## config.mk

```make
export PLATFORM = sky130hd
export DESIGN_NAME = chroma_triad_selector_top
export DESIGN_NICKNAME = d
export VERILOG_FILES = /design/src/rtl/cts_pkg.sv /design/src/rtl/cts_rank_lane.sv /design/src/rtl/cts_triad_lane.sv /design/src/rtl/cts_merge.sv /design/src/rtl/chroma_triad_selector_top.sv
export SDC_FILE = /design/constraint.sdc
export NUM_CORES = 2
export LEC_CHECK = 0
export BUFFER_PORTS_ARGS = -buffer_cell sky130_fd_sc_hd__buf_2
export CAP_MARGIN = 15
export CELL_PAD_IN_SITES_DETAIL_PLACEMENT = 0
export CELL_PAD_IN_SITES_GLOBAL_PLACEMENT = 1
export CORE_UTILIZATION = 46
export DETAILED_ROUTE_END_ITERATION = 12
export PLACE_DENSITY = 0.81
export RECOVER_POWER = 25
export SLEW_MARGIN = 25
export SYNTH_ARGS = -nofsm -noshare
export SYNTH_HDL_FRONTEND = slang
export SYNTH_SLANG_ARGS = --single-unit
```

## constraint.sdc

```tcl
create_clock -name clk -period 54.4 [get_ports clk]
set_input_delay 16.32 -clock clk [delete_from_list [all_inputs] [get_ports clk]]
set_output_delay 16.32 -clock clk [all_outputs]
set_load 0.005 [all_outputs]
```

## src/rtl/cts_pkg.sv

```systemverilog
`default_nettype none
package cts_pkg;

  localparam int PITCH_COUNT = 12;
  localparam int TRIAD_COUNT = 24;
  localparam int LVL_W = 13;
  localparam int PC_W = 4;
  localparam int TRIAD_W = 5;
  localparam int K_W = 4;
  localparam int GROUP_SIZE = 6;
  localparam int GROUP_COUNT = (TRIAD_COUNT + GROUP_SIZE - 1) / GROUP_SIZE;
  localparam int CFG_IDX_W = 2;

  localparam logic [LVL_W-1:0] LEVEL_ONE = LVL_W'(4096);
  localparam logic [LVL_W-1:0] ALL_ACTIVE_BONUS = LVL_W'(819);
  localparam logic [LVL_W-1:0] THRESHOLD_RESET = LVL_W'(1229);
  localparam logic [K_W-1:0] TOP_K_RESET = K_W'(3);

  localparam logic [CFG_IDX_W-1:0] REG_LIT_THRESHOLD = CFG_IDX_W'(0);
  localparam logic [CFG_IDX_W-1:0] REG_TOP_K = CFG_IDX_W'(1);

  typedef logic [LVL_W-1:0] level_t;

  typedef struct packed {
    logic [LVL_W-1:0] chroma_c;
    logic [LVL_W-1:0] chroma_cs;
    logic [LVL_W-1:0] chroma_d;
    logic [LVL_W-1:0] chroma_ds;
    logic [LVL_W-1:0] chroma_e;
    logic [LVL_W-1:0] chroma_f;
    logic [LVL_W-1:0] chroma_fs;
    logic [LVL_W-1:0] chroma_g;
    logic [LVL_W-1:0] chroma_gs;
    logic [LVL_W-1:0] chroma_a;
    logic [LVL_W-1:0] chroma_as;
    logic [LVL_W-1:0] chroma_b;
  } frame_t;

  typedef struct packed {
    logic chord_found;
    logic [PC_W-1:0] root_pc;
    logic is_minor;
    logic [LVL_W-1:0] best_score;
    logic [PITCH_COUNT-1:0] active_mask;
  } result_t;

  function automatic level_t sat_level(input level_t v);
    return (v > LEVEL_ONE) ? LEVEL_ONE : v;
  endfunction

  function automatic logic [PC_W-1:0] triad_root(input int t);
    return PC_W'(t % PITCH_COUNT);
  endfunction

  function automatic logic [PC_W-1:0] triad_third(input int t);
    return PC_W'(((t % PITCH_COUNT) + ((t < PITCH_COUNT) ? 4 : 3)) % PITCH_COUNT);
  endfunction

  function automatic logic [PC_W-1:0] triad_fifth(input int t);
    return PC_W'(((t % PITCH_COUNT) + 7) % PITCH_COUNT);
  endfunction

endpackage
`default_nettype wire

```

## src/rtl/cts_rank_lane.sv

```systemverilog
`default_nettype none
module cts_rank_lane (
  input  wire cts_pkg::level_t              lvl [cts_pkg::PITCH_COUNT],
  input  wire logic [cts_pkg::PITCH_COUNT-1:0] cand,
  input  wire logic [cts_pkg::PC_W-1:0]     pitch,
  input  wire logic [cts_pkg::K_W-1:0]      k_eff,
  output logic                              active
);

  logic [cts_pkg::PITCH_COUNT-1:0] beats;
  logic [cts_pkg::K_W-1:0] rank;
  cts_pkg::level_t own;

  assign own = lvl[pitch];

  // A pitch class outranks this one if it is louder, or equally loud and lower.
  always_comb begin
    for (int q = 0; q < cts_pkg::PITCH_COUNT; q++) begin
      beats[q] = cand[q] && (cts_pkg::PC_W'(q) != pitch) &&
                 ((lvl[q] > own) || ((lvl[q] == own) && (cts_pkg::PC_W'(q) < pitch)));
    end
  end

  assign rank = cts_pkg::K_W'($countones(beats));
  assign active = cand[pitch] && (rank < k_eff);

endmodule
`default_nettype wire

```

## src/rtl/cts_triad_lane.sv

```systemverilog
`default_nettype none
module cts_triad_lane (
  input  wire cts_pkg::level_t              lvl [cts_pkg::PITCH_COUNT],
  input  wire logic [cts_pkg::PITCH_COUNT-1:0] act,
  input  wire logic [cts_pkg::PC_W-1:0]     root_pc,
  input  wire logic [cts_pkg::PC_W-1:0]     third_pc,
  input  wire logic [cts_pkg::PC_W-1:0]     fifth_pc,
  output cts_pkg::level_t                   score
);

  cts_pkg::level_t min_rt;
  cts_pkg::level_t min_all;
  logic [cts_pkg::LVL_W:0] boosted;

  assign min_rt  = (lvl[third_pc] < lvl[root_pc]) ? lvl[third_pc] : lvl[root_pc];
  assign min_all = (lvl[fifth_pc] < min_rt) ? lvl[fifth_pc] : min_rt;

  always_comb begin
    boosted = {1'b0, min_all};
    if (act[root_pc] && act[third_pc] && act[fifth_pc]) begin
      boosted = {1'b0, min_all} + {1'b0, cts_pkg::ALL_ACTIVE_BONUS};
    end
  end

  assign score = (boosted > {1'b0, cts_pkg::LEVEL_ONE}) ? cts_pkg::LEVEL_ONE
                                                         : boosted[cts_pkg::LVL_W-1:0];

endmodule
`default_nettype wire

```

## src/rtl/cts_merge.sv

```systemverilog
`default_nettype none
module cts_merge (
  input  wire logic                         clk,
  input  wire logic                         en,
  input  wire cts_pkg::level_t              scores [cts_pkg::TRIAD_COUNT],
  output logic                              hit,
  output logic [cts_pkg::TRIAD_W-1:0]       best_idx,
  output cts_pkg::level_t                   best
);

  cts_pkg::level_t               grp_best_next [cts_pkg::GROUP_COUNT];
  logic [cts_pkg::TRIAD_W-1:0]   grp_idx_next  [cts_pkg::GROUP_COUNT];
  logic [cts_pkg::GROUP_COUNT-1:0] grp_hit_next;
  cts_pkg::level_t               grp_best [cts_pkg::GROUP_COUNT];
  logic [cts_pkg::TRIAD_W-1:0]   grp_idx  [cts_pkg::GROUP_COUNT];
  logic [cts_pkg::GROUP_COUNT-1:0] grp_hit;

  // First level: strict first-best within each group, scanning in triad order.
  always_comb begin
    for (int g = 0; g < cts_pkg::GROUP_COUNT; g++) begin
      grp_best_next[g] = '0;
      grp_idx_next[g]  = '0;
      grp_hit_next[g]  = 1'b0;
      for (int j = 0; j < cts_pkg::GROUP_SIZE; j++) begin
        if ((g * cts_pkg::GROUP_SIZE + j) < cts_pkg::TRIAD_COUNT) begin
          if (scores[g * cts_pkg::GROUP_SIZE + j] > grp_best_next[g]) begin
            grp_best_next[g] = scores[g * cts_pkg::GROUP_SIZE + j];
            grp_idx_next[g]  = cts_pkg::TRIAD_W'(g * cts_pkg::GROUP_SIZE + j);
            grp_hit_next[g]  = 1'b1;
          end
        end
      end
    end
  end

  always_ff @(posedge clk) begin
    if (en) begin
      grp_best <= grp_best_next;
      grp_idx  <= grp_idx_next;
      grp_hit  <= grp_hit_next;
    end
  end

  // Second level: earlier groups win ties, so only a strictly larger score replaces.
  always_comb begin
    best     = '0;
    best_idx = '0;
    hit      = 1'b0;
    for (int g = 0; g < cts_pkg::GROUP_COUNT; g++) begin
      if (grp_hit[g] && (grp_best[g] > best)) begin
        best     = grp_best[g];
        best_idx = grp_idx[g];
        hit      = 1'b1;
      end
    end
  end

endmodule
`default_nettype wire

```

## src/rtl/chroma_triad_selector_top.sv

```systemverilog
`default_nettype none
// Chord selector for one 12-bin chroma frame per request: each frame yields one result
// naming the strongest major or minor triad, its score, the active-note mask and a found
// flag. A frame can be accepted every cycle unless a finished result waits; the result is
// offered from the output register. Registers follow the saturation stage, the twelve rank
// lanes, the 24 triad-score lanes and the first level of the best-triad merge tree, and
// the second merge level feeds the output register. The whole pipeline advances when the
// output register is empty or being taken, so frame_ready falls only while a finished
// result waits. Configuration writes are always accepted and should be issued only while
// no frame is in flight.
module chroma_triad_selector_top (
  input  wire logic                              clk,
  input  wire logic                              rst,
  input  wire logic                              frame_valid,
  output logic                                   frame_ready,
  input  wire cts_pkg::frame_t                   frame,
  output logic                                   result_valid,
  input  wire logic                              result_ready,
  output cts_pkg::result_t                       result,
  input  wire logic                              cfg_valid,
  output logic                                   cfg_ready,
  input  wire logic [cts_pkg::CFG_IDX_W-1:0]     cfg_index,
  input  wire logic [cts_pkg::LVL_W-1:0]         cfg_data
);

  localparam int NP = cts_pkg::PITCH_COUNT;
  localparam int NT = cts_pkg::TRIAD_COUNT;

  logic [cts_pkg::LVL_W-1:0] lit_threshold;
  logic [cts_pkg::K_W-1:0]   top_k;
  cts_pkg::level_t           thr;
  logic [cts_pkg::K_W-1:0]   k_eff;

  logic advance;
  cts_pkg::level_t in_lvl [NP];

  logic            v1, v2, v3, v4;
  cts_pkg::level_t lvl1 [NP];
  logic [NP-1:0]   cand1;
  cts_pkg::level_t lvl2 [NP];
  logic [NP-1:0]   act_next;
  logic [NP-1:0]   act2;
  cts_pkg::level_t score_next [NT];
  cts_pkg::level_t score3 [NT];
  logic [NP-1:0]   mask3;
  logic [NP-1:0]   mask4;

  logic                        m_hit;
  logic [cts_pkg::TRIAD_W-1:0] m_idx;
  cts_pkg::level_t             m_best;
  logic [cts_pkg::TRIAD_W:0]   idx_ext;
  logic                        minor;
  cts_pkg::result_t            result_next;

  assign cfg_ready = 1'b1;

  always_ff @(posedge clk) begin
    if (rst) begin
      lit_threshold <= cts_pkg::THRESHOLD_RESET;
      top_k         <= cts_pkg::TOP_K_RESET;
    end else if (cfg_valid) begin
      unique case (cfg_index)
        cts_pkg::REG_LIT_THRESHOLD: lit_threshold <= cfg_data;
        cts_pkg::REG_TOP_K:         top_k <= cfg_data[cts_pkg::K_W-1:0];
        default: ;
      endcase
    end
  end

  assign thr = cts_pkg::sat_level(lit_threshold);

  always_comb begin
    k_eff = top_k;
    if (top_k == '0) begin
      k_eff = cts_pkg::K_W'(1);
    end else if (top_k > cts_pkg::K_W'(NP)) begin
      k_eff = cts_pkg::K_W'(NP);
    end
  end

  assign advance     = !result_valid || result_ready;
  assign frame_ready = advance;

  assign in_lvl[0]  = frame.chroma_c;
  assign in_lvl[1]  = frame.chroma_cs;
  assign in_lvl[2]  = frame.chroma_d;
  assign in_lvl[3]  = frame.chroma_ds;
  assign in_lvl[4]  = frame.chroma_e;
  assign in_lvl[5]  = frame.chroma_f;
  assign in_lvl[6]  = frame.chroma_fs;
  assign in_lvl[7]  = frame.chroma_g;
  assign in_lvl[8]  = frame.chroma_gs;
  assign in_lvl[9]  = frame.chroma_a;
  assign in_lvl[10] = frame.chroma_as;
  assign in_lvl[11] = frame.chroma_b;

  always_ff @(posedge clk) begin
    if (rst) begin
      v1           <= 1'b0;
      v2           <= 1'b0;
      v3           <= 1'b0;
      v4           <= 1'b0;
      result_valid <= 1'b0;
    end else if (advance) begin
      v1           <= frame_valid;
      v2           <= v1;
      v3           <= v2;
      v4           <= v3;
      result_valid <= v4;
    end
  end

  // Stage one: saturate levels and flag candidates at or above the threshold.
  always_ff @(posedge clk) begin
    if (advance) begin
      for (int p = 0; p < NP; p++) begin
        lvl1[p]  <= cts_pkg::sat_level(in_lvl[p]);
        cand1[p] <= (cts_pkg::sat_level(in_lvl[p]) >= thr);
      end
    end
  end

  for (genvar p = 0; p < NP; p++) begin : g_rank
    cts_rank_lane u_rank (
      .lvl    (lvl1),
      .cand   (cand1),
      .pitch  (cts_pkg::PC_W'(p)),
      .k_eff  (k_eff),
      .active (act_next[p])
    );
  end

  always_ff @(posedge clk) begin
    if (advance) begin
      lvl2 <= lvl1;
      act2 <= act_next;
    end
  end

  for (genvar t = 0; t < NT; t++) begin : g_triad
    cts_triad_lane u_triad (
      .lvl      (lvl2),
      .act      (act2),
      .root_pc  (cts_pkg::triad_root(t)),
      .third_pc (cts_pkg::triad_third(t)),
      .fifth_pc (cts_pkg::triad_fifth(t)),
      .score    (score_next[t])
    );
  end

  always_ff @(posedge clk) begin
    if (advance) begin
      score3 <= score_next;
      mask3  <= act2;
      mask4  <= mask3;
    end
  end

  cts_merge u_merge (
    .clk      (clk),
    .en       (advance),
    .scores   (score3),
    .hit      (m_hit),
    .best_idx (m_idx),
    .best     (m_best)
  );

  assign idx_ext = {1'b0, m_idx};
  assign minor   = idx_ext >= (cts_pkg::TRIAD_W + 1)'(NP);

  always_comb begin
    result_next             = '0;
    result_next.active_mask = mask4;
    if (m_hit) begin
      result_next.chord_found = (m_best >= thr);
      result_next.is_minor    = minor;
      result_next.best_score  = m_best;
      result_next.root_pc     = minor ? cts_pkg::PC_W'(idx_ext - (cts_pkg::TRIAD_W + 1)'(NP))
                                      : cts_pkg::PC_W'(idx_ext);
    end
  end

  always_ff @(posedge clk) begin
    if (advance) begin
      result <= result_next;
    end
  end

  // A waiting result must hold back the whole pipeline, input included.
  a_stall_blocks_input: assert property (@(posedge clk) disable iff (rst)
    (result_valid && !result_ready) |-> !frame_ready)
    else $error("frame accepted while a result is stalled");

  // A frame leaving the merge stage lands in the output register.
  a_merge_to_output: assert property (@(posedge clk) disable iff (rst)
    (v4 && advance) |=> result_valid)
    else $error("merged frame lost before the output register");

  // Without a positive score there is no triad to name.
  a_empty_is_zero: assert property (@(posedge clk) disable iff (rst)
    (result_valid && (result.best_score == '0)) |->
    (!result.chord_found && (result.root_pc == '0) && !result.is_minor))
    else $error("triad reported with a zero score");

  // The active set never exceeds the effective top-k limit.
  a_mask_within_k: assert property (@(posedge clk) disable iff (rst)
    result_valid |-> ($countones(result.active_mask) <= k_eff))
    else $error("active mask holds more than top-k pitch classes");

  a_root_in_range: assert property (@(posedge clk) disable iff (rst)
    result_valid |-> (result.root_pc < cts_pkg::PC_W'(NP)))
    else $error("root pitch class out of range");

endmodule
`default_nettype wire
```

# == Yosys cells after proc, flatten, opt, wreduce, memory -nomap -nowiden ==
# Index checks and enable logic that the tools add are counted.
# totals
ff_bits,801
in_bits,176
out_inout_bits,34
# op_classes
addsub,145
magnitude_cmp,272
eq_ne,67
muxes,147
n_reduce_logical,279
# ops
op,n
13-bit > comparator,155
13-bit 2-to-1 mux,89
13-bit equality test,66
13-bit less-than comparator,48
"13-bit by 10-bit adder with 14-bit output, second input constant",24
"14-bit by 13-bit > comparator with 1-bit output, second input constant",24
14-bit 2-to-1 mux,24
1-bit logical AND,196
4-bit adder,48
13-bit greater-or-equal comparator,13
"13-bit > comparator, second input constant",13
1-bit by 1-bit adder with 2-bit output,60
1-bit logical OR,67
"13-bit by 1-bit > comparator with 1-bit output, second input constant",5
4-bit less-than comparator,12
4-bit 2-to-1 mux,7
5-bit 2-to-1 mux,5
1-bit by 4-bit adder with 4-bit output,6
4-bit by 1-bit adder with 4-bit output,6
5-bit OR reduction,4
1-bit 2-to-1 mux,13
2-bit 2-to-1 mux,6
4-bit OR reduction,3
3-bit 2-to-1 mux,3
9 further kinds,13

# == Logic depth before layout (Yosys ltp) ==
# logic_depth
depth_word,14
mapped_depth,70
depth_no_buf,67

# == By module ==
# From an unflattened synthesis, not the netlist that was laid out.
# hier_totals
hier_cells,25158
hier_area_um2,244699.7
# modules_own_cells
mod,instances,cells_per_inst,area_per_inst_um2,seq_area_each_um2
cts_triad_lane at g_triad[0].u_triad ...,12,590,5875.6,0.0
cts_triad_lane at g_triad[21].u_triad ...,11,619,5958.2,0.0
cts_rank_lane at g_rank[1].u_rank ...,6,629,5245.0,0.0
chroma_triad_selector_top,1,1414,26723.1,21550.7
cts_rank_lane at g_rank[0].u_rank ...,3,635,5176.2,0.0
cts_merge,1,1685,13526.7,2102.0
cts_triad_lane at g_triad[20].u_triad,1,540,5635.4,0.0
cts_rank_lane at g_rank[5].u_rank,1,644,5337.6,0.0
cts_rank_lane at g_rank[7].u_rank,1,663,5260.0,0.0
cts_rank_lane at g_rank[11].u_rank,1,644,5170.0,0.0

# == Worst setup path after synthesis ==
# Ideal clock, no wire load.
# synth_timing
path_type,in2out
from,in result_ready
to,out frame_ready
arrival_ns,37.505
t_required_ns,38.080
setup_slack_ns,0.575
path_stages,2
n_path_buf,1
cell_sequence,nand2b_1 -> clkbuf_1
# synth_between
elab_chain_len,1
# synth_lines
element,line_no,text
from (decl),chroma_triad_selector_top.sv:18,"input wire logic result_ready,"
1-bit logical OR,chroma_triad_selector_top.sv:81,assign advance = !result_valid || result_ready;
to (decl),chroma_triad_selector_top.sv:15,"output logic frame_ready,"
# Every way passes these cells.

# == Worst setup path after layout ==
# Same ends and word-level chain as after synthesis.

==> impl_metrics.csv <==
group,metric,value,unit
clock_tree,post_cts_resized,0,
floorplan,core-area,212000,µm²
yosys,synthesis.instances,11200,
power,internal_power,2.63,mW
clock_tree,ctsRootBufferMaster,"clkbuf_16",
setup_path,slowest_stage,"nand2b_4",
yosys,syn-num-nets,13500,
placement,gp_congestion,1.18,
sta,finalWorstSetupSlack,20900,ps
grt,grt_max_degree,79,
power,cellLeakagePower,48.0,nW
clock_tree,cts.clk_slew.worst_paths,50,ps
finish,fin_util,50.4,%
yosys,avgSynthCellArea,8.80,µm²
power,powerDensity,51.3,nW/µm²
grt,grt_pass1_vias,90800,
clock_tree,cts_sinks,795,
worst_hold_path,hold_path_depth,0,
finish,drive_gt1_share,7.20,%
yosys,ys_seq_elements,795,
yosys,synth_edf_count,773,
routing,firstDrtPassIters,8,
power,p_switching,2.86,mW
routing,num_vias,96700,
worst_hold_path,min_from,"mask3[2]",
grt,antenna_found_initial,66,
finish,fill_cells,20200,
finish,nNetsFinal,13800,
grt,grt_pass1_wl,686000,µm
placement,dp_cells,14200,
run_status,status,"finished with violations",
placement,dp_hpwl,387000,µm
setup_path,critPathKind,"input port to output port",
yosys,synth-seq-area-share,24.0,%
setup_path,regToRegEndpoint,"u_merge.grp_idx[16]",
power,swShare,52.1,%
clock_tree,clk_path_buf_depth,3,
sta,fmax,29.8,MHz
routing,drtIter0Drc,12300,
clock_tree,clkLatencyLatePin,800,ps
setup_path,r2r_start,"score3[287]",
floorplan,fp.dieW,464,µm
setup_path,r2r_slack,39280,ps
power,total_power,5.49,mW
setup_path,rr_worst_depth,64,
routing,viasPerCell,6.71,
power,clkPwrFrac,11.3,%
setup_path,worstPathCellList,"buf_2, nand2b_4, buf_2",
sta,finalCritPeriodShare,61.6,%
placement,io_buffers,208,
setup_path,crit_top_cell,"buf_2",
sta,finalSetupTns,0,ps
sta,finalSetupViolations,0,
routing,ant_nets,0,
run_status,failed_checks,"capacitance limit, slew limit",
sta,final-max-slew-violation-count,1101,
routing,drc_errors,0,
clock_tree,post-cts-setup-buffers,0,
clock_tree,hold_buffers,0,
setup_path,cp.arrival,17180,ps
setup_path,cp.required,38080,ps
floorplan,ios,210,
sta,fin_skew,62.7,ps
grt,overflow,0,
floorplan,start_util,46.3,%
sta,rsz0062_at_grt,"no",
sta,slew_headroom,-120,%
finish,multiInputGateArea,70700,µm²
clock_tree,clock_tree.htree_level_count,3,
setup_path,cp-end-kind,"output port",
power,ir_drop,81.2,µV
floorplan,dieArea,216000,µm²
placement,post-place-ws,20890,ps
sta,fin_crit,33500,ps
yosys,synth_flop_cell,"edfxtp_1",
worst_hold_path,whs_endpoint,"mask4[2]",
power,p_comb_share,69.6,%
yosys,synth_async_sr_flop_share,0,%
yosys,ys_warn_count,0,
clock_tree,cts_buffers,92,
yosys,ys_types,117,
worst_hold_path,min_path_type,"register to register",
floorplan,fp.dieH,464,µm
yosys,syn_area,98400,µm²
routing,wl_per_cell,34.8,µm
clock_tree,cts_tree,"yes",
finish,regArea,23700,µm²
floorplan,rows,169,
setup_path,max_stage_delay,530,ps
sta,tightestPinTransition,3270,ps
setup_path,critPathLaunchType,"input port",
sta,hold_viol_final,0,
flow_run,cap_violations,68,
grt,track_usage,45.0,%
finish,area.growth.synth_to_final,8.76,%
routing,finalWirelength,501000,µm
finish,stdcell_count,14400,
power,pwr-share-seq,19.1,%
setup_path,worst-path-max-fanout,45,
==> cell usage after synthesis, types with 24 or more instances <==
master	n	area share [%]
ha_1	2059	26
nor2_1	1029	3.9
a21oi_1	906	4.6
edfxtp_1	773	24
o21ai_0	685	3.5
nand2_1	675	2.6
inv_1	663	2.5
mux2i_1	365	3.7
nor2b_1	361	2.3
o21a_1	356	2.7
nand4_1	304	1.9
a21o_1	298	2.3
clkbuf_1	280	1.1
xnor2_1	249	2.2
nand3_1	231	1.2
nor3_1	209	1.1
nand2b_1	193	1.2
a211oi_1	132	1.0
xor2_1	103	0.92
and2_1	95	0.60
mux2_2	90	1.0
buf_2	79	0.40
fa_1	72	1.5
nor4_1	61	0.39
o211ai_1	59	0.45
and3_1	57	0.36
a31oi_1	55	0.35
a21boi_0	47	0.36
or3_1	41	0.26
or4_1	41	0.31
buf_1	33	0.13
o22ai_1	32	0.20
o31a_1	32	0.28
o21ai_1	30	0.15
a211o_1	27	0.24
a221oi_1	26	0.23
and4_1	24	0.21
==> routing by layer <==
layer  GRT usage, %  wire [µm]
met3           14.0      61400
met2           64.3     198000
met5         0.0891        191
met1           52.4     178000
met4           44.8      62600
==> cell type report <==
| cell class | count | area share [%] |
|---|---|---|
| diodes | 50 | 0.117 |
| clock buffers | 105 | 2.20 |
| clock inverters | 63 | 0.600 |
| inverters | 672 | 2.36 |
| multi-input cells | 9311 | 66.1 |
| flip-flops and latches | 795 | 22.1 |
| well taps | 2821 | 3.30 |
| repair buffers | 588 | 3.26 |
==> logic make-up after synthesis <==
kind of cell,synth area share [%]
fa+ha+maj,27.7
simple gates,17.1
xor+xnor,3.13
compound gates,19.0
buf+inv,4.26
other cells,0.00381
mux,4.79
flops,24.0
==> worst max-delay path: cells and delay by family <==
| kind | cells | cell delay [ps] |
|---|---|---|
| simple gates | 1 | 530 |
| buf+inv | 2 | 300 |
==> flip-flops by register name, indices dropped and copies added, names as in the netlist <==
name              count
score3              312
v2                    1
v4                    1
v1                    1
result_valid          1
act2                 12
u_merge.grp_best     52
mask4                12
u_merge.grp_idx      15
lit_threshold        13
lvl2                156
mask3                12
lvl1                156
v3                    1
cand1                12
result               31
u_merge.grp_hit       3
top_k                 4
==> placed cells by master (no fill, tap or decap), types with 31 or more instances in the layout <==
cell type	netlist	routed
a211oi_1	132	131
a21oi_1	906	898
o22ai_1	32	32
buf_2	79	209
o21a_1	356	357
o21ai_0	685	691
buf_4	8	257
a31oi_1	55	56
ha_1	2059	2059
nand2_1	675	677
o31a_1	32	31
nand2b_1	193	192
fa_1	72	72
or4_1	41	41
mux2_2	90	89
inv_1	663	663
edfxtp_1	773	773
and2_1	95	85
nor4_1	61	59
nor3_1	209	210
nor2b_1	361	358
xor2_1	103	101
nand4_1	304	304
o211ai_1	59	59
a21boi_0	47	47
nand3_1	231	231
diode_2	0	50
or3_1	41	41
nor2_1	1029	1022
xnor2_1	249	247
and3_1	57	57
clkbuf_1	280	131
mux2i_1	365	355
a21o_1	298	297
clkbuf_16	0	92
==> worst max path at each step <==
stage | startpoint | to | slack [ps] | depth (start not counted)
floorplan | result_ready | frame_ready | 580 | 2
global placement | result_ready | frame_ready | 20910 | 3
detailed placement | result_ready | frame_ready | 20890 | 3
CTS | result_ready | frame_ready | 20890 | 3
global route | result_ready | frame_ready | 20850 | 3
finish | result_ready | frame_ready | 20900 | 3
==> stage by stage <==
| step | hold WS (ps) | area, µm² |
|---|---|---|
| after floorplan | 400 | 98400 |
| after global placement | 406 | 104000 |
| after detailed placement | 406 | 104000 |
| after CTS | 417 | 107000 |
| after global routing | 422 | 107000 |
| final | 417 | 107000 |
==> power by group through the flow <==
stage | logic (mW) | registers (mW) | clock network [mW]
2_1_floorplan | 2.42 | 0.989 | 0
3_3_place_gp | 3.55 | 1.05 | 0
3_5_place_dp | 3.66 | 1.05 | 0
4_1_cts | 3.68 | 1.04 | 0.624
5_1_grt | 4.09 | 1.05 | 0.647
6_report | 3.82 | 1.05 | 0.620
(Power assumes the default switching activity.)
